[config.mk]
export PLATFORM = sky130hd
export DESIGN_NAME = rv32imf_instruction_decoder
export DESIGN_NICKNAME = d
export VERILOG_FILES = /design/src/rtl/rv32d_pkg.sv /design/src/rtl/rv32d_opdec.sv /design/src/rtl/rv32d_fields.sv /design/src/rtl/rv32imf_instruction_decoder.sv
export VERILOG_INCLUDE_DIRS = /design/src /design/src/rtl
export SDC_FILE = /design/constraint.sdc
export NUM_CORES = 1
export LEC_CHECK = 0
export BUFFER_PORTS_ARGS = -buffer_cell sky130_fd_sc_hd__clkbuf_2
export CAP_MARGIN = 15
export CORE_MARGIN = 2
export CORE_UTILIZATION = 55
export DETAILED_ROUTE_END_ITERATION = 12
export PLACE_DENSITY = 0.93
export SLEW_MARGIN = 20
export SYNTH_ARGS = -nofsm -noshare
export SYNTH_HDL_FRONTEND = slang
export SYNTH_SLANG_ARGS = --single-unit
export TNS_END_PERCENT = 50
[constraint.sdc]
create_clock -name clock -period 8.5 [get_ports clock]
set_input_delay 0.85 -clock clock [delete_from_list [all_inputs] [get_ports clock]]
set_output_delay 0.85 -clock clock [all_outputs]
set_load 0.02 [all_outputs]
[src/rtl/rv32imf_instruction_decoder_macros.svh]
// Assertion helpers shared by the decoder RTL.
`ifndef RV32IMF_INSTRUCTION_DECODER_MACROS_SVH
`define RV32IMF_INSTRUCTION_DECODER_MACROS_SVH

// Same-cycle implication, disabled during reset.
`define RV32D_ASSERT_NOW(label, clk, rst, ante, cons, msg) \
   label: assert property (@(posedge clk) disable iff (rst) (ante) |-> (cons)) else $error(msg);

// Next-cycle implication, disabled during reset.
`define RV32D_ASSERT_NEXT(label, clk, rst, ante, cons, msg) \
   label: assert property (@(posedge clk) disable iff (rst) (ante) |=> (cons)) else $error(msg);

`endif

[src/rtl/rv32d_pkg.sv]
package rv32d_pkg;

   // Major opcodes (bits 6:0)
   localparam logic [6:0] OPC_LOAD     = 7'h03;
   localparam logic [6:0] OPC_LOAD_FP  = 7'h07;
   localparam logic [6:0] OPC_OP_IMM   = 7'h13;
   localparam logic [6:0] OPC_AUIPC    = 7'h17;
   localparam logic [6:0] OPC_STORE    = 7'h23;
   localparam logic [6:0] OPC_STORE_FP = 7'h27;
   localparam logic [6:0] OPC_OP       = 7'h33;
   localparam logic [6:0] OPC_LUI      = 7'h37;
   localparam logic [6:0] OPC_OP_FP    = 7'h53;
   localparam logic [6:0] OPC_BRANCH   = 7'h63;
   localparam logic [6:0] OPC_JALR     = 7'h67;
   localparam logic [6:0] OPC_JAL      = 7'h6F;

   // funct3 codes
   localparam logic [2:0] F3_LB = 3'd0, F3_LH = 3'd1, F3_LW = 3'd2, F3_LBU = 3'd4, F3_LHU = 3'd5;
   localparam logic [2:0] F3_SB = 3'd0, F3_SH = 3'd1, F3_SW = 3'd2;
   localparam logic [2:0] F3_ADD = 3'd0, F3_SLL = 3'd1, F3_SLT = 3'd2, F3_SLTU = 3'd3;
   localparam logic [2:0] F3_XOR = 3'd4, F3_SR = 3'd5, F3_OR = 3'd6, F3_AND = 3'd7;
   localparam logic [2:0] F3_BEQ = 3'd0, F3_BNE = 3'd1, F3_BLT = 3'd4, F3_BGE = 3'd5;
   localparam logic [2:0] F3_BLTU = 3'd6, F3_BGEU = 3'd7;
   localparam logic [2:0] F3_JALR = 3'd0;
   localparam logic [2:0] F3_FP_DYN = 3'd7;

   // funct7 codes
   localparam logic [6:0] F7_BASE  = 7'h00;
   localparam logic [6:0] F7_MEXT  = 7'h01;
   localparam logic [6:0] F7_ALT   = 7'h20;
   localparam logic [6:0] F7_FADD  = 7'h00;
   localparam logic [6:0] F7_FSUB  = 7'h04;
   localparam logic [6:0] F7_FMUL  = 7'h08;
   localparam logic [6:0] F7_FDIV  = 7'h0C;
   localparam logic [6:0] F7_FSQRT = 7'h2C;

   // Control bit sets: bit0 RegWrite .. bit8 Zero
   localparam logic [8:0] CTL_NONE    = 9'h000;
   localparam logic [8:0] CTL_LOAD    = 9'h01B;
   localparam logic [8:0] CTL_ALU_IMM = 9'h011;
   localparam logic [8:0] CTL_JALR    = 9'h0D1;
   localparam logic [8:0] CTL_STORE   = 9'h014;
   localparam logic [8:0] CTL_BRANCH  = 9'h020;
   localparam logic [8:0] CTL_ALU_REG = 9'h001;
   localparam logic [8:0] CTL_JAL     = 9'h051;

   localparam int RSP_TDATA_W = 80;

   typedef enum logic [2:0] {
      FMT_R = 3'd0,
      FMT_I = 3'd1,
      FMT_S = 3'd2,
      FMT_B = 3'd3,
      FMT_U = 3'd4,
      FMT_J = 3'd5
   } rv32d_fmt_type;

   typedef enum logic [5:0] {
      ID_NONE = 6'd0,
      ID_LB, ID_LH, ID_LW, ID_LBU, ID_LHU, ID_FLW,
      ID_ADDI, ID_SLLI, ID_SLTI, ID_SLTIU, ID_XORI, ID_SRLI, ID_SRAI, ID_ORI, ID_ANDI,
      ID_AUIPC, ID_SB, ID_SH, ID_SW, ID_FSW,
      ID_ADD, ID_SUB, ID_MUL, ID_SLL, ID_MULH, ID_SLT, ID_MULHSU, ID_SLTU, ID_MULHU,
      ID_XOR, ID_DIV, ID_SRL, ID_SRA, ID_DIVU, ID_OR, ID_REM, ID_AND, ID_REMU,
      ID_LUI, ID_BEQ, ID_BNE, ID_BLT, ID_BGE, ID_BLTU, ID_BGEU, ID_JALR, ID_JAL,
      ID_FADD, ID_FSUB, ID_FMUL, ID_FDIV, ID_FSQRT
   } rv32d_id_type;

   // Opcode-level decode handed to the field extractor
   typedef struct packed {
      logic          known;
      rv32d_id_type  op_id;
      rv32d_fmt_type fmt;
      logic [8:0]    ctl;
   } rv32d_dec_type;

   // One decoded result
   typedef struct packed {
      logic [8:0]    ctl;
      logic [31:0]   imm;
      logic [6:0]    f7;
      logic [2:0]    f3;
      logic [4:0]    rs2;
      logic [4:0]    rs1;
      logic [4:0]    rd;
      rv32d_fmt_type fmt;
      rv32d_id_type  op_id;
      logic          known;
   } rv32d_rsp_type;

endpackage

[src/rtl/rv32d_opdec.sv]
module rv32d_opdec (
   input  logic [31:0]            instr,
   output rv32d_pkg::rv32d_dec_type dec
);
   import rv32d_pkg::*;

   logic [6:0] opc;
   logic [2:0] f3;
   logic [6:0] f7;

   assign opc = instr[6:0];
   assign f3  = instr[14:12];
   assign f7  = instr[31:25];

   // Major opcode: format, control set and operation identity
   always_comb begin
      dec.known = 1'b1;
      dec.fmt   = FMT_R;
      dec.ctl   = CTL_NONE;
      dec.op_id = ID_NONE;
      case (opc)
         OPC_LOAD: begin
            dec.fmt = FMT_I;
            dec.ctl = CTL_LOAD;
            case (f3)
               F3_LB:   dec.op_id = ID_LB;
               F3_LH:   dec.op_id = ID_LH;
               F3_LW:   dec.op_id = ID_LW;
               F3_LBU:  dec.op_id = ID_LBU;
               F3_LHU:  dec.op_id = ID_LHU;
               default: dec.op_id = ID_NONE;
            endcase
         end
         OPC_LOAD_FP: begin
            dec.fmt   = FMT_I;
            dec.ctl   = CTL_LOAD;
            dec.op_id = (f3 == F3_LW) ? ID_FLW : ID_NONE;
         end
         OPC_OP_IMM: begin
            dec.fmt = FMT_I;
            dec.ctl = CTL_ALU_IMM;
            case (f3)
               F3_ADD:  dec.op_id = ID_ADDI;
               F3_SLL:  dec.op_id = (f7 == F7_BASE) ? ID_SLLI : ID_NONE;
               F3_SLT:  dec.op_id = ID_SLTI;
               F3_SLTU: dec.op_id = ID_SLTIU;
               F3_XOR:  dec.op_id = ID_XORI;
               F3_SR: begin
                  if (f7 == F7_BASE)     dec.op_id = ID_SRLI;
                  else if (f7 == F7_ALT) dec.op_id = ID_SRAI;
                  else                   dec.op_id = ID_NONE;
               end
               F3_OR:   dec.op_id = ID_ORI;
               default: dec.op_id = ID_ANDI;
            endcase
         end
         OPC_JALR: begin
            dec.fmt   = FMT_I;
            dec.ctl   = CTL_JALR;
            dec.op_id = (f3 == F3_JALR) ? ID_JALR : ID_NONE;
         end
         OPC_AUIPC: begin
            dec.fmt   = FMT_U;
            dec.ctl   = CTL_ALU_IMM;
            dec.op_id = ID_AUIPC;
         end
         OPC_LUI: begin
            dec.fmt   = FMT_U;
            dec.ctl   = CTL_ALU_IMM;
            dec.op_id = ID_LUI;
         end
         OPC_STORE: begin
            dec.fmt = FMT_S;
            dec.ctl = CTL_STORE;
            case (f3)
               F3_SB:   dec.op_id = ID_SB;
               F3_SH:   dec.op_id = ID_SH;
               F3_SW:   dec.op_id = ID_SW;
               default: dec.op_id = ID_NONE;
            endcase
         end
         OPC_STORE_FP: begin
            dec.fmt   = FMT_S;
            dec.ctl   = CTL_STORE;
            dec.op_id = (f3 == F3_SW) ? ID_FSW : ID_NONE;
         end
         OPC_BRANCH: begin
            dec.fmt = FMT_B;
            dec.ctl = CTL_BRANCH;
            case (f3)
               F3_BEQ:  dec.op_id = ID_BEQ;
               F3_BNE:  dec.op_id = ID_BNE;
               F3_BLT:  dec.op_id = ID_BLT;
               F3_BGE:  dec.op_id = ID_BGE;
               F3_BLTU: dec.op_id = ID_BLTU;
               F3_BGEU: dec.op_id = ID_BGEU;
               default: dec.op_id = ID_NONE;
            endcase
         end
         OPC_OP: begin
            dec.fmt = FMT_R;
            dec.ctl = CTL_ALU_REG;
            if (f7 == F7_BASE) begin
               case (f3)
                  F3_ADD:  dec.op_id = ID_ADD;
                  F3_SLL:  dec.op_id = ID_SLL;
                  F3_SLT:  dec.op_id = ID_SLT;
                  F3_SLTU: dec.op_id = ID_SLTU;
                  F3_XOR:  dec.op_id = ID_XOR;
                  F3_SR:   dec.op_id = ID_SRL;
                  F3_OR:   dec.op_id = ID_OR;
                  default: dec.op_id = ID_AND;
               endcase
            end else if (f7 == F7_MEXT) begin
               // M extension shares the funct3 slots
               case (f3)
                  F3_ADD:  dec.op_id = ID_MUL;
                  F3_SLL:  dec.op_id = ID_MULH;
                  F3_SLT:  dec.op_id = ID_MULHSU;
                  F3_SLTU: dec.op_id = ID_MULHU;
                  F3_XOR:  dec.op_id = ID_DIV;
                  F3_SR:   dec.op_id = ID_DIVU;
                  F3_OR:   dec.op_id = ID_REM;
                  default: dec.op_id = ID_REMU;
               endcase
            end else if (f7 == F7_ALT) begin
               if (f3 == F3_ADD)     dec.op_id = ID_SUB;
               else if (f3 == F3_SR) dec.op_id = ID_SRA;
               else                  dec.op_id = ID_NONE;
            end
         end
         OPC_OP_FP: begin
            dec.fmt = FMT_R;
            dec.ctl = CTL_NONE;
            if (f3 == F3_FP_DYN) begin
               case (f7)
                  F7_FADD:  dec.op_id = ID_FADD;
                  F7_FSUB:  dec.op_id = ID_FSUB;
                  F7_FMUL:  dec.op_id = ID_FMUL;
                  F7_FDIV:  dec.op_id = ID_FDIV;
                  F7_FSQRT: dec.op_id = ID_FSQRT;
                  default:  dec.op_id = ID_NONE;
               endcase
            end
         end
         OPC_JAL: begin
            dec.fmt   = FMT_J;
            dec.ctl   = CTL_JAL;
            dec.op_id = ID_JAL;
         end
         default: dec.known = 1'b0;
      endcase
   end

endmodule

[src/rtl/rv32d_fields.sv]
module rv32d_fields (
   input  logic [31:0]              instr,
   input  rv32d_pkg::rv32d_dec_type dec,
   output rv32d_pkg::rv32d_rsp_type rsp
);
   import rv32d_pkg::*;

   logic [31:0] imm_i;
   logic [31:0] imm_s;
   logic [31:0] imm_b;
   logic [31:0] imm_u;
   logic [31:0] imm_j;
   logic [31:0] imm_sel;
   logic        has_rd;
   logic        has_rs1;
   logic        has_rs2;
   logic        has_f3;
   logic        is_r;

   // Immediate forms; I, S, B and J are sign-extended from bit 31, U is not
   assign imm_i = {{20{instr[31]}}, instr[31:20]};
   assign imm_s = {{20{instr[31]}}, instr[31:25], instr[11:7]};
   assign imm_b = {{20{instr[31]}}, instr[7], instr[30:25], instr[11:8], 1'b0};
   assign imm_u = {instr[31:12], 12'd0};
   assign imm_j = {{12{instr[31]}}, instr[19:12], instr[20], instr[30:21], 1'b0};

   // Which fields the format carries; nothing when the opcode is unknown
   always_comb begin
      has_rd  = 1'b0;
      has_rs1 = 1'b0;
      has_rs2 = 1'b0;
      has_f3  = 1'b0;
      is_r    = 1'b0;
      imm_sel = 32'd0;
      if (dec.known) begin
         case (dec.fmt)
            FMT_R: begin
               has_rd  = 1'b1;
               has_rs1 = 1'b1;
               has_rs2 = 1'b1;
               has_f3  = 1'b1;
               is_r    = 1'b1;
            end
            FMT_I: begin
               has_rd  = 1'b1;
               has_rs1 = 1'b1;
               has_f3  = 1'b1;
               imm_sel = imm_i;
            end
            FMT_S: begin
               has_rs1 = 1'b1;
               has_rs2 = 1'b1;
               has_f3  = 1'b1;
               imm_sel = imm_s;
            end
            FMT_B: begin
               has_rs1 = 1'b1;
               has_rs2 = 1'b1;
               has_f3  = 1'b1;
               imm_sel = imm_b;
            end
            FMT_U: begin
               has_rd  = 1'b1;
               imm_sel = imm_u;
            end
            default: begin
               has_rd  = 1'b1;
               imm_sel = imm_j;
            end
         endcase
      end
   end

   assign rsp.known = dec.known;
   assign rsp.op_id = dec.op_id;
   assign rsp.fmt   = dec.known ? dec.fmt : FMT_R;
   assign rsp.ctl   = dec.ctl;
   assign rsp.imm   = imm_sel;
   assign rsp.rd    = has_rd  ? instr[11:7]  : 5'd0;
   assign rsp.rs1   = has_rs1 ? instr[19:15] : 5'd0;
   assign rsp.rs2   = has_rs2 ? instr[24:20] : 5'd0;
   assign rsp.f3    = has_f3  ? instr[14:12] : 3'd0;
   assign rsp.f7    = is_r    ? instr[31:25] : 7'd0;

endmodule

[src/rtl/rv32imf_instruction_decoder.sv]
// Channel   | Direction | Contents
// req_*     | in        | tdata[31:0] instruction_word
// rsp_*     | out       | tdata: decoded fields, opcode_known in bit 0
//
// One instruction per cycle sustained while rsp_tready stays high.
// The path is an input register, the opcode and field decode, then the result register.
// Reset (synchronous, active high) empties both registers; payload is not cleared.
// A stalled result stays in the result register while one more instruction waits
// in the input register; req_tready drops only when both are full.
module rv32imf_instruction_decoder (
   input  logic                                clock,
   input  logic                                reset,
   input  logic                                req_tvalid,
   output logic                                req_tready,
   input  logic [31:0]                         req_tdata,  // [31:0] instruction_word
   output logic                                rsp_tvalid,
   input  logic                                rsp_tready,
   // [0] opcode_known, [6:1] op_id, [9:7] format_kind, [14:10] dest_reg,
   // [19:15] src1_reg, [24:20] src2_reg, [27:25] funct3_field,
   // [34:28] funct7_field, [66:35] immediate_value, [75:67] control_bits, [79:76] zero
   output logic [rv32d_pkg::RSP_TDATA_W-1:0]   rsp_tdata
);
   import rv32d_pkg::*;

   `include "rv32imf_instruction_decoder_macros.svh"

   logic          req_vld_ff;
   logic          req_vld_in;
   logic [31:0]   req_word_ff;
   logic          rsp_vld_ff;
   logic          rsp_vld_in;
   rv32d_rsp_type rsp_data_ff;
   rv32d_rsp_type rsp_data_in;
   rv32d_dec_type dec;
   logic          advance;

   // Input stage moves forward when the result register is free or being drained
   assign advance    = req_vld_ff && (!rsp_vld_ff || rsp_tready);
   assign req_tready = !req_vld_ff || advance;
   assign req_vld_in = (req_tvalid && req_tready) || (req_vld_ff && !advance);
   assign rsp_vld_in = advance || (rsp_vld_ff && !rsp_tready);

   always_ff @(posedge clock) begin
      if (reset) begin
         req_vld_ff <= 1'b0;
         rsp_vld_ff <= 1'b0;
      end else begin
         req_vld_ff <= req_vld_in;
         rsp_vld_ff <= rsp_vld_in;
      end
   end

   // Payload registers
   always_ff @(posedge clock) begin
      if (req_tvalid && req_tready) begin
         req_word_ff <= req_tdata;
      end
      if (advance) begin
         rsp_data_ff <= rsp_data_in;
      end
   end

   // Decode between the two registers
   rv32d_opdec u_opdec (
      .instr (req_word_ff),
      .dec   (dec)
   );

   rv32d_fields u_fields (
      .instr (req_word_ff),
      .dec   (dec),
      .rsp   (rsp_data_in)
   );

   assign rsp_tvalid = rsp_vld_ff;
   assign rsp_tdata  = {4'd0, rsp_data_ff};

   // Checks
   `RV32D_ASSERT_NEXT(a_fill_output, clock, reset, req_vld_ff && !rsp_vld_ff, rsp_vld_ff,
      "held instruction did not reach an empty result register")
   `RV32D_ASSERT_NOW(a_unknown_zero, clock, reset, rsp_vld_ff && !rsp_data_ff.known,
      rsp_data_ff.op_id == ID_NONE && rsp_data_ff.imm == 32'd0 && rsp_data_ff.rd == 5'd0 &&
      rsp_data_ff.ctl == CTL_NONE, "unknown opcode produced nonzero fields")
   `RV32D_ASSERT_NOW(a_r_no_imm, clock, reset,
      rsp_vld_ff && rsp_data_ff.known && rsp_data_ff.fmt == FMT_R,
      rsp_data_ff.imm == 32'd0, "R format carried an immediate")
   `RV32D_ASSERT_NOW(a_id_known, clock, reset, rsp_vld_ff && rsp_data_ff.op_id != ID_NONE,
      rsp_data_ff.known, "operation identified on unknown opcode")

endmodule

==> results.json <==
{
  "p_int_uw": 789.3,
  "period_needed_ns": 2.564,
  "avgViaCountPerCell": 6.053,
  "track_usage_pct": 22.79,
  "required_ns": 8.61,
  "grt_pass1_wl_mm": 17.15,
  "ys_warn_count": 0,
  "gp_congestion": 0.9495,
  "max_stage_delay_ns": 0.83,
  "portBuffers": 112,
  "crit_fanout": 23,
  "hold_viol_final": 0,
  "outcome": "completed",
  "ys_seq_area_share_pct": 66.03,
  "fmax_mhz": 390.1,
  "combPwrFrac_pct": 9.5,
  "drt_iter0_drc": 531,
  "relSlewSlack_pct": 37.75,
  "tns_ns": 0,
  "fillers": 643,
  "grt_antenna_before_repair": 0,
  "cp-end-kind": "flop",
  "crit_chain": "nand2_1 -> nand3_1 -> inv_1 -> nor2_1 -> nor2b_1",
  "nets": 506,
  "startpoint_type": "flop",
  "synth-seq-cells": 108,
  "drv_cap": 0,
  "wl_mm": 10.75,
  "wl_per_cell_um": 18.44,
  "tightestPinTransition_ns": 0.9337,
  "clkSinkCount": 108,
  "grt_max_degree": 75,
  "syn_to_final_growth_pct": 15.20,
  "cts_resized": 0,
  "avgSynthCellArea_um2": 13.30,
  "finalMaxSlewViolations": 0,
  "clkLatencyLatePin_ns": 0.36,
  "power_density_mw_per_mm2": 188.4,
  "post-route-util_pct": 64.79,
  "cp.arrival_ns": 2.68,
  "worstSetupPathType": "reg -> reg",
  "die_area_mm2": 0.009644,
  "drive_gt1_share_pct": 31.16,
  "vias": 3529,
  "synthArstFlopShare_pct": 0,
  "seq_area_mm2": 0.003223,
  "cts_buffer_depth": 2,
  "slowest_stage": "edfxtp_1",
  "root_buffer": "clkbuf_8",
  "multi_input_area_mm2": 0.001456,
  "clkPwrFrac_pct": 29.9,
  "coreArea_mm2": 0.008678,
  "overflow": 0,
  "path_clk_slew_ns": 0.10,
  "seqPwrFrac_pct": 60.6,
  "setup_violations": 0,
  "hold_buffers": 0,
  "drc": 0,
  "ys.flop_type": "edfxtp_1",
  "swShare_pct": 25.48,
  "dr.pass1.iters": 6,
  "synthCells": 367,
  "skew_ns": 0.008141,
  "dieHeight_um": 98.21,
  "grt_pass1_vias": 3282,
  "cts_tree": "built",
  "post_cts_buffers": 0,
  "ant_nets": 0,
  "fp.dieW_um": 98.21,
  "power_switching_uw": 269.9,
  "antenna_cells": 0,
  "start_util_pct": 56.24,
  "ys_types": 60,
  "pin_count": 118,
  "synth_edf_count": 106,
  "ir_worst_vdd_mv": 0.1053,
  "htreeDepth": 3,
  "hold_path_class": "reg -> reg",
  "rsz0062_at_grt": "no",
  "dp_hpwl_mm": 7.458,
  "num_rows": 34,
  "numCtsBuffers": 9,
  "leakage_nw": 2.258,
  "p_total_mw": 1.059,
  "netlist_area_mm2": 0.004881,
  "finalCritPeriodShare_pct": 30.16
}
[worst max-delay path: cells and delay by family, from the launching register on]
kind / cells / cell delay, ns
AND/OR/NAND/NOR: 4 / 1.30
flip-flops: 1 / 0.83
buffers and inverters: 1 / 0.19
[final timing paths]
check | startpoint | end | slack, ns | depth (start not counted)
worst max-delay path | req_word_ff[6] | rsp_tdata[20] | 5.94 | 5
worst min-delay path | req_word_ff[19] | rsp_tdata[54] | 0.55 | 1
worst max register to register | req_word_ff[6] | rsp_tdata[20] | 5.94 | 5
worst min register to register | req_word_ff[19] | rsp_tdata[54] | 0.55 | 1
[final cells by class]
type / instances / share of cell area (%)
multi-input combinational: 228 / 25.90
inverter: 9 / 0.6008
clock buffer: 10 / 2.270
sequential: 108 / 57.32
timing repair buffer: 114 / 10.24
tap: 108 / 2.403
clock inverter: 6 / 1.268
[synth_stat cells, types with 2 or more instances]
cell / n / area, um2
nand2b_1: 2 / 12.51
nor4b_1: 2 / 17.52
edfxtp_1: 106 / 3183
or3_1: 3 / 18.77
nand3b_1: 2 / 15.01
nor2b_1: 10 / 62.56
a31o_2: 2 / 17.52
nand3_1: 11 / 55.05
nand4_1: 5 / 31.28
buf_2: 5 / 25.02
buf_4: 11 / 82.58
nor3_1: 3 / 15.01
clkbuf_1: 4 / 15.01
a21o_1: 21 / 157.7
and3_1: 2 / 12.51
nor4_4: 2 / 42.54
or3b_2: 2 / 17.52
and2_1: 20 / 125.1
xnor2_1: 2 / 17.52
dfxtp_1: 2 / 40.04
o22ai_1: 7 / 43.79
a21boi_0: 6 / 45.04
o2bb2ai_1: 2 / 17.52
o21ai_0: 6 / 30.03
a31oi_1: 7 / 43.79
nand2_1: 26 / 97.59
inv_1: 9 / 33.78
a21oi_1: 17 / 85.08
buf_6: 6 / 67.56
or2_2: 3 / 18.77
a211o_1: 2 / 17.52
nor2_1: 26 / 97.59
nand4b_1: 3 / 26.28
nor4_1: 2 / 12.51
o31ai_1: 3 / 22.52
[metrics by stage]
step           cell area, um2  hold WS (ns)  instances  setup slack [ns]
5_1_grt                  5623        0.5714        583             5.755
3_3_place_gp             5424        0.4977        567             6.173
6_report                 5623        0.5527        583             5.936
3_5_place_dp             5424        0.5326        567             6.074
4_1_cts                  5623        0.5576        583             6.001
2_1_floorplan            4896        0.4778        371             3.769
[cell usage in the layout (no fill, tap or decap), types with 3 or more instances in the layout]
cell type	netlist	routed
a21boi_0	6	6
a21o_1	21	21
a21oi_1	17	17
a31oi_1	7	7
and2_1	20	20
clkbuf_2	0	112
clkbuf_8	0	9
conb_1	1	5
edfxtp_1	106	106
inv_1	9	9
nand2_1	26	26
nand3_1	11	11
nand4_1	5	5
nand4b_1	3	3
nor2_1	26	26
nor2b_1	10	9
nor3_1	3	3
o21ai_0	6	6
o22ai_1	7	7
o31ai_1	3	3
or2_2	3	3
or3_1	3	3
[state kept, by name (all words and copies together), names as in the netlist]
name,flops
rsp_tvalid,1
req_vld_ff,1
req_word_ff,32
rsp_tdata,74
[power by group through the flow]
stage	combinational (mW)	sequential [mW]	clock, mW
after floorplan	0.0528	0.665	0
after global placement	0.0974	0.650	0
after detailed placement	0.100	0.653	0
after CTS	0.101	0.641	0.321
after global routing	0.108	0.645	0.341
final	0.101	0.642	0.317
[layer usage]
metal  global-route usage [%]  up-vias  routed length [um]
li1                         -     1575                   -
met1                    29.97     1648                3995
met2                    38.30      264                5385
met3                    4.366       42                1081
met4                    8.008        0                 287
met5                        0        -                   0
[cell families (layout without fill, tap and decap cells)]
logic type             Yosys count  count (layout)  synth area share, %
buffers and inverters           35             139                4.588
flip-flops                     108             108                66.03
XOR/XNOR                         2               2               0.3589
AND/OR/NAND/NOR                135             135                16.15
multiplexers                     2               2               0.4358
AO/OA/AOI/OAI                   84              84                12.36
other                            1               5              0.07683
No activity file was read; power rests on OpenSTA's default activity.
